[config.mk]
export PLATFORM = sky130hd
export DESIGN_NAME = nn_activation_unit
export DESIGN_NICKNAME = d
export VERILOG_FILES = /design/src/hw/rtl/nna_pkg.sv /design/src/hw/rtl/nn_activation_unit.sv /design/src/hw/rtl/nna_front.sv /design/src/hw/rtl/nna_interp.sv /design/src/hw/rtl/nna_back.sv
export VERILOG_INCLUDE_DIRS = /design/src /design/src/hw/rtl
export SDC_FILE = /design/constraint.sdc
export NUM_CORES = 1
export LEC_CHECK = 0
export BUFFER_PORTS_ARGS = -buffer_cell sky130_fd_sc_hd__buf_2
export CAP_MARGIN = 20
export CORE_ASPECT_RATIO = 0.5
export CORE_MARGIN = 1
export CORE_UTILIZATION = 40
export DETAILED_ROUTE_END_ITERATION = 7
export PLACE_DENSITY_LB_ADDON = 0.3
export SYNTH_ARGS = -nofsm -noshare
export SYNTH_HDL_FRONTEND = slang
export SYNTH_SLANG_ARGS = --single-unit
[constraint.sdc]
create_clock -name clk_i -period 8.05 [get_ports clk_i]
set_clock_uncertainty 0.1 [all_clocks]
set_input_delay 0.805 -clock clk_i [delete_from_list [all_inputs] [get_ports clk_i]]
set_output_delay 0.805 -clock clk_i [all_outputs]
set_load 0.005 [all_outputs]
[src/hw/rtl/assert_macros.svh]
// Assertion macros shared by the RTL files.
`ifndef ASSERT_MACROS_SVH
`define ASSERT_MACROS_SVH

`ifndef SYNTHESIS

`define ASSERT_PROP(name, clk, rst_n, prop) \
  name: assert property (@(posedge clk) disable iff (!rst_n) (prop)) \
    else $error("%m: property failed");

`define ASSERT_NEVER(name, clk, rst_n, cond) \
  name: assert property (@(posedge clk) disable iff (!rst_n) !(cond)) \
    else $error("%m: forbidden condition seen");

`else

`define ASSERT_PROP(name, clk, rst_n, prop)

`define ASSERT_NEVER(name, clk, rst_n, cond)

`endif

`endif

[src/hw/rtl/nna_pkg.sv]
`default_nettype none

package nna_pkg;

  localparam int DataW    = 16;
  localparam int FracBits = 12;
  localparam int Segments = 64;
  localparam int Knots    = Segments + 1;
  localparam int KnotW    = FracBits;
  localparam int KnotIdxW = $clog2(Knots);
  localparam int SegW     = $clog2(Segments);
  localparam int SpanW    = FracBits + 3;
  localparam int SegOffW  = SpanW - SegW;
  localparam int DeltaW   = 8;
  localparam int ProdW    = 2 * KnotW;
  localparam int Stages   = 5;
  localparam int OneQ     = 1 << FracBits;

  typedef enum logic [1:0] {
    ActIdentity = 2'd0,
    ActSigmoid  = 2'd1,
    ActTanh     = 2'd2,
    ActRelu     = 2'd3
  } act_kind_e;

  typedef struct packed {
    logic             func;
    act_kind_e        kind;
    logic             neg;
    logic             pos;
    logic [DataW-1:0] x;
  } nna_side_t;

  // Sigmoid at t = 8k/Segments, rounded to FracBits fraction bits.
  localparam logic [KnotW-1:0] KnotTable [Knots] = '{
    12'd2048, 12'd2176, 12'd2303, 12'd2428, 12'd2550, 12'd2668, 12'd2782, 12'd2891,
    12'd2994, 12'd3092, 12'd3184, 12'd3269, 12'd3349, 12'd3422, 12'd3490, 12'd3551,
    12'd3608, 12'd3659, 12'd3705, 12'd3747, 12'd3785, 12'd3819, 12'd3850, 12'd3877,
    12'd3902, 12'd3924, 12'd3943, 12'd3960, 12'd3976, 12'd3990, 12'd4002, 12'd4013,
    12'd4022, 12'd4031, 12'd4038, 12'd4045, 12'd4051, 12'd4056, 12'd4061, 12'd4065,
    12'd4069, 12'd4072, 12'd4075, 12'd4077, 12'd4079, 12'd4081, 12'd4083, 12'd4085,
    12'd4086, 12'd4087, 12'd4088, 12'd4089, 12'd4090, 12'd4091, 12'd4091, 12'd4092,
    12'd4092, 12'd4093, 12'd4093, 12'd4093, 12'd4094, 12'd4094, 12'd4094, 12'd4094,
    12'd4095
  };

endpackage

`default_nettype wire

[src/hw/rtl/nn_activation_unit.sv]
// Elementwise activation: identity, sigmoid, tanh or ReLU on one signed
// Q4.12 value, or the derivative when func_i is set (identity ignores it).
// Input channel: in_valid_i / in_ready_o carrying func_i, act_kind_i and
// x_value_i. Output channel: out_valid_o / out_ready_i carrying y_value_o.
// Stages from acceptance to out_valid_o: magnitude and segment select,
// knot table read, interpolation multiply, result multiply, rounding into
// the output register. Throughput is one transaction per cycle unless the
// pipe backs up; each stage holds one transaction behind its own valid bit.
// Reset clears every valid bit, so the pipe comes up empty and ready.
// When the receiver stalls, the output register holds its transaction and
// the stages behind it keep filling until all five are occupied; only then
// does in_ready_o drop. Empty stages are squeezed out while stalled.
`default_nettype none
`include "assert_macros.svh"

module nn_activation_unit (
  input  logic                             clk_i,
  input  logic                             rst_ni,
  input  logic                             in_valid_i,
  output logic                             in_ready_o,
  input  logic                             func_i,
  input  logic [1:0]                       act_kind_i,
  input  logic signed [nna_pkg::DataW-1:0] x_value_i,
  output logic                             out_valid_o,
  input  logic                             out_ready_i,
  output logic signed [nna_pkg::DataW-1:0] y_value_o
);
  import nna_pkg::*;

  logic [Stages-1:0]  vld_d;
  logic [Stages-1:0]  vld_q;
  logic [Stages-1:0]  vld_in;
  logic [Stages:0]    rdy;
  logic [Stages-1:0]  en;

  nna_side_t          side2;
  logic [KnotW-1:0]   lo2;
  logic [DeltaW-1:0]  delta2;
  logic [SegOffW-1:0] offs2;
  nna_side_t          side3;
  logic [KnotW-1:0]   sig3;
  logic [DataW-1:0]   y5;

  always_comb begin
    rdy[Stages] = out_ready_i;
    for (int i = Stages - 1; i >= 0; i--) begin
      rdy[i] = !vld_q[i] || rdy[i+1];
    end
    vld_in = {vld_q[Stages-2:0], in_valid_i};
    en     = vld_in & rdy[Stages-1:0];
    for (int i = 0; i < Stages; i++) begin
      vld_d[i] = rdy[i] ? vld_in[i] : vld_q[i];
    end
  end

  always_ff @(posedge clk_i or negedge rst_ni) begin
    if (!rst_ni) begin
      vld_q <= '0;
    end else begin
      vld_q <= vld_d;
    end
  end

  nna_front u_front (
    .clk_i      (clk_i),
    .en_i       (en[1:0]),
    .func_i     (func_i),
    .act_kind_i (act_kind_i),
    .x_value_i  (x_value_i),
    .side_o     (side2),
    .lo_o       (lo2),
    .delta_o    (delta2),
    .offs_o     (offs2)
  );

  nna_interp u_interp (
    .clk_i   (clk_i),
    .rst_ni  (rst_ni),
    .en_i    (en[2]),
    .side_i  (side2),
    .lo_i    (lo2),
    .delta_i (delta2),
    .offs_i  (offs2),
    .side_o  (side3),
    .sig_o   (sig3)
  );

  nna_back u_back (
    .clk_i  (clk_i),
    .en_i   (en[4:3]),
    .side_i (side3),
    .sig_i  (sig3),
    .y_o    (y5)
  );

  assign in_ready_o  = rdy[0];
  assign out_valid_o = vld_q[Stages-1];
  assign y_value_o   = $signed(y5);

  `ASSERT_PROP(ready_when_drained, clk_i, rst_ni, out_ready_i |-> in_ready_o)
  `ASSERT_PROP(ready_when_out_empty, clk_i, rst_ni, !out_valid_o |-> in_ready_o)
  `ASSERT_PROP(accept_fills_first, clk_i, rst_ni, (in_valid_i && in_ready_o) |=> vld_q[0])
  `ASSERT_NEVER(full_pipe_ready, clk_i, rst_ni, (&vld_q) && !out_ready_i && in_ready_o)

endmodule

`default_nettype wire

[src/hw/rtl/nna_front.sv]
`default_nettype none

module nna_front (
  input  logic                                clk_i,
  input  logic [1:0]                          en_i,
  input  logic                                func_i,
  input  logic [1:0]                          act_kind_i,
  input  logic signed [nna_pkg::DataW-1:0]    x_value_i,
  output nna_pkg::nna_side_t                  side_o,
  output logic [nna_pkg::KnotW-1:0]           lo_o,
  output logic [nna_pkg::DeltaW-1:0]          delta_o,
  output logic [nna_pkg::SegOffW-1:0]         offs_o
);
  import nna_pkg::*;

  logic                 neg;
  logic [DataW:0]       ext;
  logic [DataW:0]       abs_val;
  logic [DataW+1:0]     mag;
  nna_side_t            side1_d;
  nna_side_t            side1_q;
  logic                 sat1_d;
  logic                 sat1_q;
  logic [SegW-1:0]      seg1_q;
  logic [SegOffW-1:0]   offs1_q;
  logic [KnotIdxW-1:0]  idx_lo;
  logic [KnotIdxW-1:0]  idx_hi;
  logic [KnotW-1:0]     lo2_d;
  logic [KnotW-1:0]     hi2_d;
  nna_side_t            side2_q;
  logic [KnotW-1:0]     lo2_q;
  logic [DeltaW-1:0]    delta2_q;
  logic [SegOffW-1:0]   offs2_q;

  always_comb begin
    neg          = x_value_i[DataW-1];
    ext          = {x_value_i[DataW-1], x_value_i};
    abs_val      = neg ? (~ext + {{DataW{1'b0}}, 1'b1}) : ext;
    side1_d.func = func_i;
    side1_d.kind = act_kind_e'(act_kind_i);
    side1_d.neg  = neg;
    side1_d.pos  = !neg && (x_value_i != '0);
    side1_d.x    = x_value_i;
    // tanh looks the curve up at twice the magnitude
    mag          = (side1_d.kind == ActTanh) ? {abs_val, 1'b0} : {1'b0, abs_val};
    sat1_d       = |mag[DataW+1:SpanW];
  end

  always_ff @(posedge clk_i) begin
    if (en_i[0]) begin
      side1_q <= side1_d;
      sat1_q  <= sat1_d;
      seg1_q  <= mag[SpanW-1:SegOffW];
      offs1_q <= mag[SegOffW-1:0];
    end
  end

  always_comb begin
    idx_lo = KnotIdxW'(seg1_q);
    idx_hi = idx_lo + KnotIdxW'(1);
    if (sat1_q) begin
      lo2_d = KnotTable[Segments];
      hi2_d = KnotTable[Segments];
    end else begin
      lo2_d = KnotTable[idx_lo];
      hi2_d = KnotTable[idx_hi];
    end
  end

  always_ff @(posedge clk_i) begin
    if (en_i[1]) begin
      side2_q  <= side1_q;
      lo2_q    <= lo2_d;
      delta2_q <= DeltaW'(hi2_d - lo2_d);
      offs2_q  <= offs1_q;
    end
  end

  assign side_o  = side2_q;
  assign lo_o    = lo2_q;
  assign delta_o = delta2_q;
  assign offs_o  = offs2_q;

endmodule

`default_nettype wire

[src/hw/rtl/nna_interp.sv]
`default_nettype none
`include "assert_macros.svh"

module nna_interp (
  input  logic                        clk_i,
  input  logic                        rst_ni,
  input  logic                        en_i,
  input  nna_pkg::nna_side_t          side_i,
  input  logic [nna_pkg::KnotW-1:0]   lo_i,
  input  logic [nna_pkg::DeltaW-1:0]  delta_i,
  input  logic [nna_pkg::SegOffW-1:0] offs_i,
  output nna_pkg::nna_side_t          side_o,
  output logic [nna_pkg::KnotW-1:0]   sig_o
);
  import nna_pkg::*;

  localparam int MulW = DeltaW + SegOffW;

  logic [MulW-1:0]   prod;
  logic [MulW-1:0]   sum;
  logic [KnotW-1:0]  sig_d;
  logic [KnotW-1:0]  sig_q;
  nna_side_t         side_q;

  always_comb begin
    prod  = MulW'(delta_i) * MulW'(offs_i);
    sum   = prod + MulW'(1 << (SegOffW - 1));
    sig_d = lo_i + KnotW'(sum[MulW-1:SegOffW]);
  end

  always_ff @(posedge clk_i) begin
    if (en_i) begin
      sig_q  <= sig_d;
      side_q <= side_i;
    end
  end

  assign sig_o  = sig_q;
  assign side_o = side_q;

  `ASSERT_PROP(sig_upper_half, clk_i, rst_ni, $past(en_i) |-> sig_q[KnotW-1])

endmodule

`default_nettype wire

[src/hw/rtl/nna_back.sv]
`default_nettype none

module nna_back (
  input  logic                       clk_i,
  input  logic [1:0]                 en_i,
  input  nna_pkg::nna_side_t         side_i,
  input  logic [nna_pkg::KnotW-1:0]  sig_i,
  output logic [nna_pkg::DataW-1:0]  y_o
);
  import nna_pkg::*;

  logic [KnotW-1:0]  one_minus;
  logic [KnotW:0]    twice;
  logic [KnotW-1:0]  tnh;
  logic [KnotW-1:0]  op_a;
  logic [KnotW-1:0]  op_b;
  logic [DataW-1:0]  cand_d;
  logic [DataW-1:0]  cand_q;
  logic [ProdW-1:0]  prod_q;
  logic              func_q;
  act_kind_e         kind_q;
  logic [ProdW-1:0]  rnd_sum;
  logic [KnotW-1:0]  rnd;
  logic [DataW-1:0]  y_d;
  logic [DataW-1:0]  y_q;

  always_comb begin
    one_minus = KnotW'((KnotW+1)'(OneQ) - (KnotW+1)'(sig_i));
    twice     = {sig_i, 1'b0};
    tnh       = KnotW'(twice - (KnotW+1)'(OneQ));
    op_a      = (side_i.kind == ActTanh) ? tnh : sig_i;
    op_b      = (side_i.kind == ActTanh) ? tnh : one_minus;
    case (side_i.kind)
      ActIdentity: cand_d = side_i.x;
      ActSigmoid:  cand_d = side_i.neg ? DataW'(one_minus) : DataW'(sig_i);
      ActTanh:     cand_d = side_i.neg ? (DataW'(0) - DataW'(tnh)) : DataW'(tnh);
      ActRelu: begin
        if (!side_i.pos) begin
          cand_d = '0;
        end else begin
          cand_d = side_i.func ? DataW'(OneQ) : side_i.x;
        end
      end
      default:     cand_d = side_i.x;
    endcase
  end

  always_ff @(posedge clk_i) begin
    if (en_i[0]) begin
      prod_q <= ProdW'(op_a) * ProdW'(op_b);
      cand_q <= cand_d;
      func_q <= side_i.func;
      kind_q <= side_i.kind;
    end
  end

  always_comb begin
    rnd_sum = prod_q + ProdW'(OneQ >> 1);
    rnd     = rnd_sum[ProdW-1:FracBits];
    y_d     = cand_q;
    if (func_q) begin
      case (kind_q)
        ActSigmoid: y_d = DataW'(rnd);
        ActTanh:    y_d = DataW'(OneQ) - DataW'(rnd);
        default:    y_d = cand_q;
      endcase
    end
  end

  always_ff @(posedge clk_i) begin
    if (en_i[1]) begin
      y_q <= y_d;
    end
  end

  assign y_o = y_q;

endmodule

`default_nettype wire
==> reports/qor.yml, run 1 <==
yosys:
  synthFlopType: "edfxtp_1"
  yosys_register_bits: 169
  synth_most_common_cell: "nand2_1"
  cells_taking_the_most_area_after_synthesis: "edfxtp_1 30%, fa_1 17%, ha_1 9.8%, nand2_1 5.6%, inv_1 5.3%"
  synthDominantCellAreaShare_pct: 29.55
  postSynthCellCount: 1782
  mappedNetlistNets: 2077
  yosysSeqAreaShare_pct: 30.30
  synthesis.area_per_instance_um2: 9.352
  synth_warnings: 0
  synthDominantAreaCellType: "edfxtp_1"
  synthTopCellsByCount: "248 x nand2_1, 236 x inv_1, 164 x edfxtp_1"
  yosys.cell_types.count: 82
  post_synth_instance_area_mm2: 0.01667
  number_of_enable_flip_flop_cells_after_synthesis: 164
  synth-async-reset-ratio_pct: 2.959
grt:
  grt_max_degree: 49
  grt_usage_pct: 17.79
  grt_pass1_vias: 11861
  antenna_violations_before_repair: 0
  grt_first_pass_wirelength_mm: 61.32
  grt_overflow: 0
finish:
  num-nets-final: 2073
  post_synthesis_to_final_layout_area_growth_pct: 7.515
  n_antenna_cell: 0
  layout-drive-gt1-share_pct: 6.477
  stdcell_count: 2331
detailed_routing:
  vias: 12260
  drtIter0Drc: 1069
  drt_wl_total_mm: 37.05
  avgViaCountPerCell: 5.260
  avgRoutedWirePerCell_um: 15.89
  ant_nets: 0
  drc_errors: 0
  firstDrtPassIters: 5
sta:
  timing.final.crit_period_ns: 7.425
  max_clock_freq_mhz: 134.7
  timing.final.hold_violations: 0
  worst-slew-pin-transition_ns: 1.014
  report.final.slew_viol_count: 0
  tns_ns: 0
  setup_viol_count_final: 0
  slew_headroom_pct: 32.04
  rsz0062_at_grt: "false"
  period_share_pct: 92.23
cts:
  hold_buffers: 0
  clock_tree.root_cell: "clkbuf_16"
  num_cts_buffers: 17
  cts_resized: 0
  post_cts.repair.setup_buffers: 0
  worst_skew_pair.late_latency_ns: 0.44
  clockBufferDepth: 2
  clkSlewWorstSetupHoldPaths_ns: 0.07
  cts.sink_count: 169
  htreeDepth: 4
  cts_tree: "built"
floorplan:
  fp.dieW_um: 290.7
  rows: 52
  floorplan.die.height_um: 146.3
  initial_utilization_pct: 40.92
  die-area_mm2: 0.04254
  io_pins: 41
  core_region_area_mm2: 0.04073
critical_path:
  worst-r2r-setup-slack_ns: 0.63
  worst_r2r_startpoint: "u_interp.sig_o[0]$_DFFE_PP_"
  worst_endpoint_required_time_ns: 8.13
  reg2reg_to: "u_back.prod_q[22]$_DFFE_PP_"
  startpoint_type: "register"
  setup.worst_path.start: "u_interp.sig_o[0]$_DFFE_PP_"
  ff2ff_path_depth: 24
  crit_path_end: "u_back.prod_q[22]$_DFFE_PP_"
  crit_type: "register to register"
  worstSetupEndpointType: "register"
  critical_path_arrival_ns: 7.50
  crit_fanout: 7
min_path:
  type_of_the_tightest_min_delay_check: "primary input to async pin"
placed_design:
  hpwlAfterDp_mm: 29.06
  gp_congestion: 0.9137
  number_of_placed_cells_counting_well_taps: 2297
  io_buffer_count: 40
run_status:
  run_status: "complete, no violations"
run:
  timing.max_cap.violations: 0
==> worst min-delay path by stage <==
stage	slack, ns	to	cells past startpoint	from
6_report	0.08	vld_q[4]$_DFFE_PN0P_	1	rst_ni
3_5_place_dp	0.30	u_front.side_o[12]$_DFFE_PP_	0	u_front.side1_q[12]$_DFFE_PP_
3_3_place_gp	0.30	u_interp.side_o[11]$_DFFE_PP_	0	u_front.side_o[11]$_DFFE_PP_
5_1_grt	0.07	vld_q[0]$_DFFE_PN0N_	1	rst_ni
4_1_cts	0.06	vld_q[4]$_DFFE_PN0P_	1	rst_ni
2_1_floorplan	0.30	u_front.offs_o[0]$_DFFE_PP_	0	u_front.offs1_q[0]$_SDFFCE_PP0P_
==> worst max-delay path: stages, from the launching register on <==
cell      delay, ns
edfxtp_1       0.51
inv_1          0.16
ha_1           0.23
nor3b_2        0.32
nand2_1        0.19
or3_1          0.40
mux2i_1        0.22
a22o_1         0.24
nand2_1        0.09
fa_1           0.48
fa_1           0.51
fa_1           0.49
inv_1          0.05
fa_1           0.53
inv_1          0.05
fa_1           0.53
inv_1          0.04
ha_1           0.34
and4_1         0.23
a41o_1         0.25
a41oi_1        0.28
a21oi_1        0.20
a22oi_1        0.39
o21ai_0        0.18
xor2_1         0.16
==> sequential cells by signal, indices dropped and copies added (netlist names) <==
register and flops:
u_back.y_o 16, u_front.lo_o 11, u_front.offs1_q 9, u_back.kind_q 2, u_front.side_o 20, u_front.offs_o 9, u_front.sat1_q 1, u_back.cand_q 16
u_interp.sig_o 12, u_front.seg1_q 6, u_back.prod_q 13, u_interp.side_o 20, vld_q 5, u_front.side1_q 20, u_back.func_q 1, u_front.delta_o 8
==> cell families (layout without fill, tap and decap cells) <==
logic type	count (synthesis)	count (layout)	synth area share, %
XOR/XNOR	91	91	4.917
AO/OA/AOI/OAI	311	311	12.17
buffers and inverters	321	330	7.470
adder cells (fa/ha/maj)	272	272	26.82
multiplexers	22	22	1.486
AND/OR/NAND/NOR	596	596	16.84
flip-flops	169	169	30.30
==> through the flow <==
stage / worst slack [ns] / area, um^2 / hold WS [ns] / utilization (%)
floorplan: 1.389 / 16670 / 0.3003 / -
global placement: 0.8684 / 17320 / 0.3022 / 42.53
detailed placement: 0.7185 / 17320 / 0.3045 / 42.53
CTS: 0.6905 / 17890 / 0.06047 / 43.93
global route: 0.2018 / 17920 / 0.06679 / 43.99
finish: 0.6255 / 17920 / 0.07658 / 43.99
==> cell type report <==
cell class	count	area, um^2
multi-input combinational	1292	10370
timing repair buffer	59	355.3
clock inverter	14	138.9
inverter	239	897.1
tap	540	675.6
sequential	169	5050
fill	3944	22810
clock buffer	18	429.2
==> cells in the final DEF (no fill, tap or decap), drive strengths merged, types with 6 or more instances in the layout <==
| cell type | netlist | final |
|---|---|---|
| fa | 142 | 142 |
| nor3 | 23 | 23 |
| o21bai | 6 | 6 |
| inv | 237 | 243 |
| xnor2 | 48 | 48 |
| or2 | 9 | 9 |
| nor2 | 131 | 131 |
| o21a | 10 | 10 |
| and3 | 11 | 11 |
| nand3 | 23 | 23 |
| nand2b | 25 | 25 |
| a211oi | 15 | 15 |
| nand2 | 249 | 249 |
| o31ai | 9 | 9 |
| mux2i | 18 | 18 |
| or3 | 8 | 8 |
| nor2b | 20 | 20 |
| buf | 26 | 59 |
| and2 | 57 | 57 |
| xor2 | 43 | 43 |
| ha | 130 | 130 |
| a21o | 10 | 10 |
| a31oi | 10 | 10 |
| a311oi | 6 | 6 |
| nand4 | 9 | 9 |
| a21oi | 79 | 79 |
| edfxtp | 164 | 164 |
| clkinv | 2 | 9 |
| o221ai | 17 | 17 |
| nor4 | 7 | 7 |
| o211ai | 10 | 10 |
| o21ai | 84 | 84 |
| clkbuf | 56 | 18 |
==> routing by layer <==
layer | vias to the layer above | GRT usage (%) | wire length [um]
li1 | 6009 | - | -
met3 | 35 | 2.238 | 1383
met1 | 5936 | 25.43 | 18080
met2 | 280 | 28.78 | 17070
met5 | - | 0 | 0
met4 | 0 | 4.233 | 512
Power of run 1 is not shown: default switching activity piles up to over one toggle a cycle in this logic, so the estimate is an artifact.
==> inputs of run 2 (changes only) <==
--- a/config.mk
+++ b/config.mk
@@ -15,4 +15,5 @@
 export PLACE_DENSITY_LB_ADDON = 0.3
 export SYNTH_ARGS = -nofsm -noshare
 export SYNTH_HDL_FRONTEND = slang
+export SYNTH_HIERARCHICAL = 1
 export SYNTH_SLANG_ARGS = --single-unit
==> run 2 against run 1 <==
  * Synthesized area increased by 4.3%
  * Maximum frequency rose by 1.3%
  * Largest cell class unchanged
  * Worst hold slack worse by 0.0094 ns
  * Design area is 4.2% higher
  * Via count up 5.0%
  * Global-route usage rose by 0.081 points
  * Die area is 4.3% higher
==> reports/qor.yml, run 2 <==
run_status:
  run_status: "complete, no violations"
detailed_routing:
  drtIter0Drc: 1045
  avgRoutedWirePerCell_um: 16.32
  avgViaCountPerCell: 5.318
  drt_wl_total_mm: 39.50
  drc_errors: 0
  vias: 12876
  ant_nets: 0
  firstDrtPassIters: 5
critical_path:
  crit_fanout: 9
  setup.worst_path.start: "u_interp/sig_o[1]$_DFFE_PP_"
  crit_type: "register to register"
  crit_path_end: "u_back/prod_q[21]$_DFFE_PP_"
  ff2ff_path_depth: 25
  cp_slowest_stage_delay_ns: 0.54
  cpMaxStageDelayCell: "fa_1"
  worst_endpoint_required_time_ns: 8.13
  reg2reg_to: "u_back/prod_q[21]$_DFFE_PP_"
  worst-r2r-setup-slack_ns: 0.72
  worst_r2r_startpoint: "u_interp/sig_o[1]$_DFFE_PP_"
  worstSetupEndpointType: "register"
  critical_path_arrival_ns: 7.41
  startpoint_type: "register"
yosys:
  synthesis.area_per_instance_um2: 9.451
  yosys_register_bits: 170
  yosysSeqAreaShare_pct: 29.21
  synth-async-reset-ratio_pct: 2.941
  synth_most_common_cell: "inv_1"
  synth_warnings: 6
  post_synth_instance_area_mm2: 0.01739
  mappedNetlistNets: 2136
  postSynthCellCount: 1840
  synthDominantAreaCellType: "edfxtp_1"
  synthDominantCellAreaShare_pct: 28.49
  cells_taking_the_most_area_after_synthesis: "edfxtp_1 28%, fa_1 16%, ha_1 9.4%, inv_1 5.0%, nand2_1 4.8%"
  yosys.cell_types.count: 107
  synthTopCellsByCount: "232 x inv_1, 222 x nand2_1, 165 x edfxtp_1"
  number_of_enable_flip_flop_cells_after_synthesis: 165
  synthFlopType: "edfxtp_1"
min_path:
  type_of_the_tightest_min_delay_check: "primary input to async pin"
cts:
  worst_skew_pair.late_latency_ns: 0.44
  num_cts_buffers: 17
  cts.sink_count: 170
  htreeDepth: 4
  cts_resized: 0
  clock_tree.root_cell: "clkbuf_16"
  clkSlewWorstSetupHoldPaths_ns: 0.06
  clockBufferDepth: 2
  hold_buffers: 0
  post_cts.repair.setup_buffers: 0
  cts_tree: "built"
sta:
  max_clock_freq_mhz: 136.4
  report.final.slew_viol_count: 0
  setup_viol_count_final: 0
  period_share_pct: 91.08
  tns_ns: 0
  slew_headroom_pct: 40.15
  worst-slew-pin-transition_ns: 0.8918
  rsz0062_at_grt: "false"
  timing.final.hold_violations: 0
  timing.final.crit_period_ns: 7.332
grt:
  grt_first_pass_wirelength_mm: 63.95
  grt_usage_pct: 17.87
  antenna_violations_before_repair: 0
  grt_overflow: 0
  grt_pass1_vias: 12230
  grt_max_degree: 64
run:
  timing.max_cap.violations: 0
finish:
  layout.cells.most_common_list: "232 x inv_1, 222 x nand2_1, 165 x edfxtp_1, 142 x fa_1, 131 x ha_1"
  footprint_of_the_multi_input_gates_mm2: 0.01106
  n_antenna_cell: 0
  mostFrequentLayoutCell: "inv_1"
  area.sequential_mm2: 0.005080
  largest_reg_flops: 21
  layout-drive-gt1-share_pct: 7.267
  num-nets-final: 2127
  post_synthesis_to_final_layout_area_growth_pct: 7.331
  finish.utilization_pct: 43.98
  fillCellCount: 4142
placed_design:
  io_buffer_count: 40
  hpwlAfterDp_mm: 30.47
  gp_congestion: 0.9171
floorplan:
  floorplan.die.height_um: 149.4
  initial_utilization_pct: 40.98
  rows: 53
  core_region_area_mm2: 0.04244
  die-area_mm2: 0.04437
  fp.dieW_um: 296.9
  io_pins: 41
## run 2: cell count changes after synthesis, sizes merged, moves of 9 or more
cell	before	now
and2	57	68
nand2	249	223
nand2b	25	37
o21ai	84	93
nor2	131	110
buf	26	37
## run 2: cell type report
class,count,area share [%]
Multi-Input combinational cell,1347,59.26
Sequential cell,170,27.22
Inverter,234,4.706
Tap cell,577,3.868
Clock buffer,20,2.339
Timing Repair Buffer,61,1.984
Clock inverter,12,0.6301
## run 2: worst min-delay path by stage
| stage | from | to | slack, ns | depth (start not counted) |
|---|---|---|---|---|
| after floorplan | u_front/offs1_q[0]$_SDFFCE_PP0P_ | u_front/offs_o[0]$_DFFE_PP_ | 0.30 | 0 |
| after global placement | u_front/side1_q[20]$_DFFE_PP_ | u_front/side_o[20]$_DFFE_PP_ | 0.30 | 0 |
| after detailed placement | u_front/side1_q[13]$_DFFE_PP_ | u_front/side_o[13]$_DFFE_PP_ | 0.30 | 0 |
| after CTS | rst_ni | vld_q[1]$_DFFE_PN0P_ | 0.04 | 1 |
| after global routing | rst_ni | vld_q[1]$_DFFE_PN0P_ | 0.05 | 1 |
| final | rst_ni | vld_q[0]$_DFFE_PN0P_ | 0.07 | 1 |
## run 2: critical path, delay by kind of cell, from the launching register on
kind / cells / cell delay (ns)
DFF: 1 / 0.52
adders and majority gates: 7 / 3.18
AOI/OAI and AO/OA: 7 / 1.55
buffers and inverters: 5 / 0.30
and+or+nand+nor: 5 / 1.16
xor gates and xnor gates: 1 / 0.26
## run 2: cells by family after synthesis
kind of cell	share of synthesized area, %
adder cells (fa/ha/maj)	25.77
multiplexers	1.496
XOR/XNOR	4.461
flip-flops	29.21
AND/OR/NAND/NOR	17.09
AO/OA/AOI/OAI	14.53
other	0.02156
buffers and inverters	7.418
## run 2: through the flow
stage	instance area (um^2)	std cells	hold WS, ns	setup slack [ns]
final	18670	2421	0.06718	0.7179
after global routing	18670	2421	0.05259	0.1251
after CTS	18640	2419	0.04086	0.6948
after detailed placement	18080	2387	0.3045	0.6774
after global placement	18080	2387	0.3019	0.8051
after floorplan	17390	1840	0.3003	1.303
## run 2: routing by layer
| layer | GRT usage, % | share of wire (%) | vias up |
|---|---|---|---|
| met2 | 29.03 | 46 | 343 |
| met3 | 2.497 | 4.2 | 56 |
| met4 | 4.820 | 1.7 | 0 |
| met1 | 25.09 | 48 | 6180 |
| li1 | - | - | 6297 |
| met5 | 0 | 0 | - |
Power of run 2 is left out for the same reason.
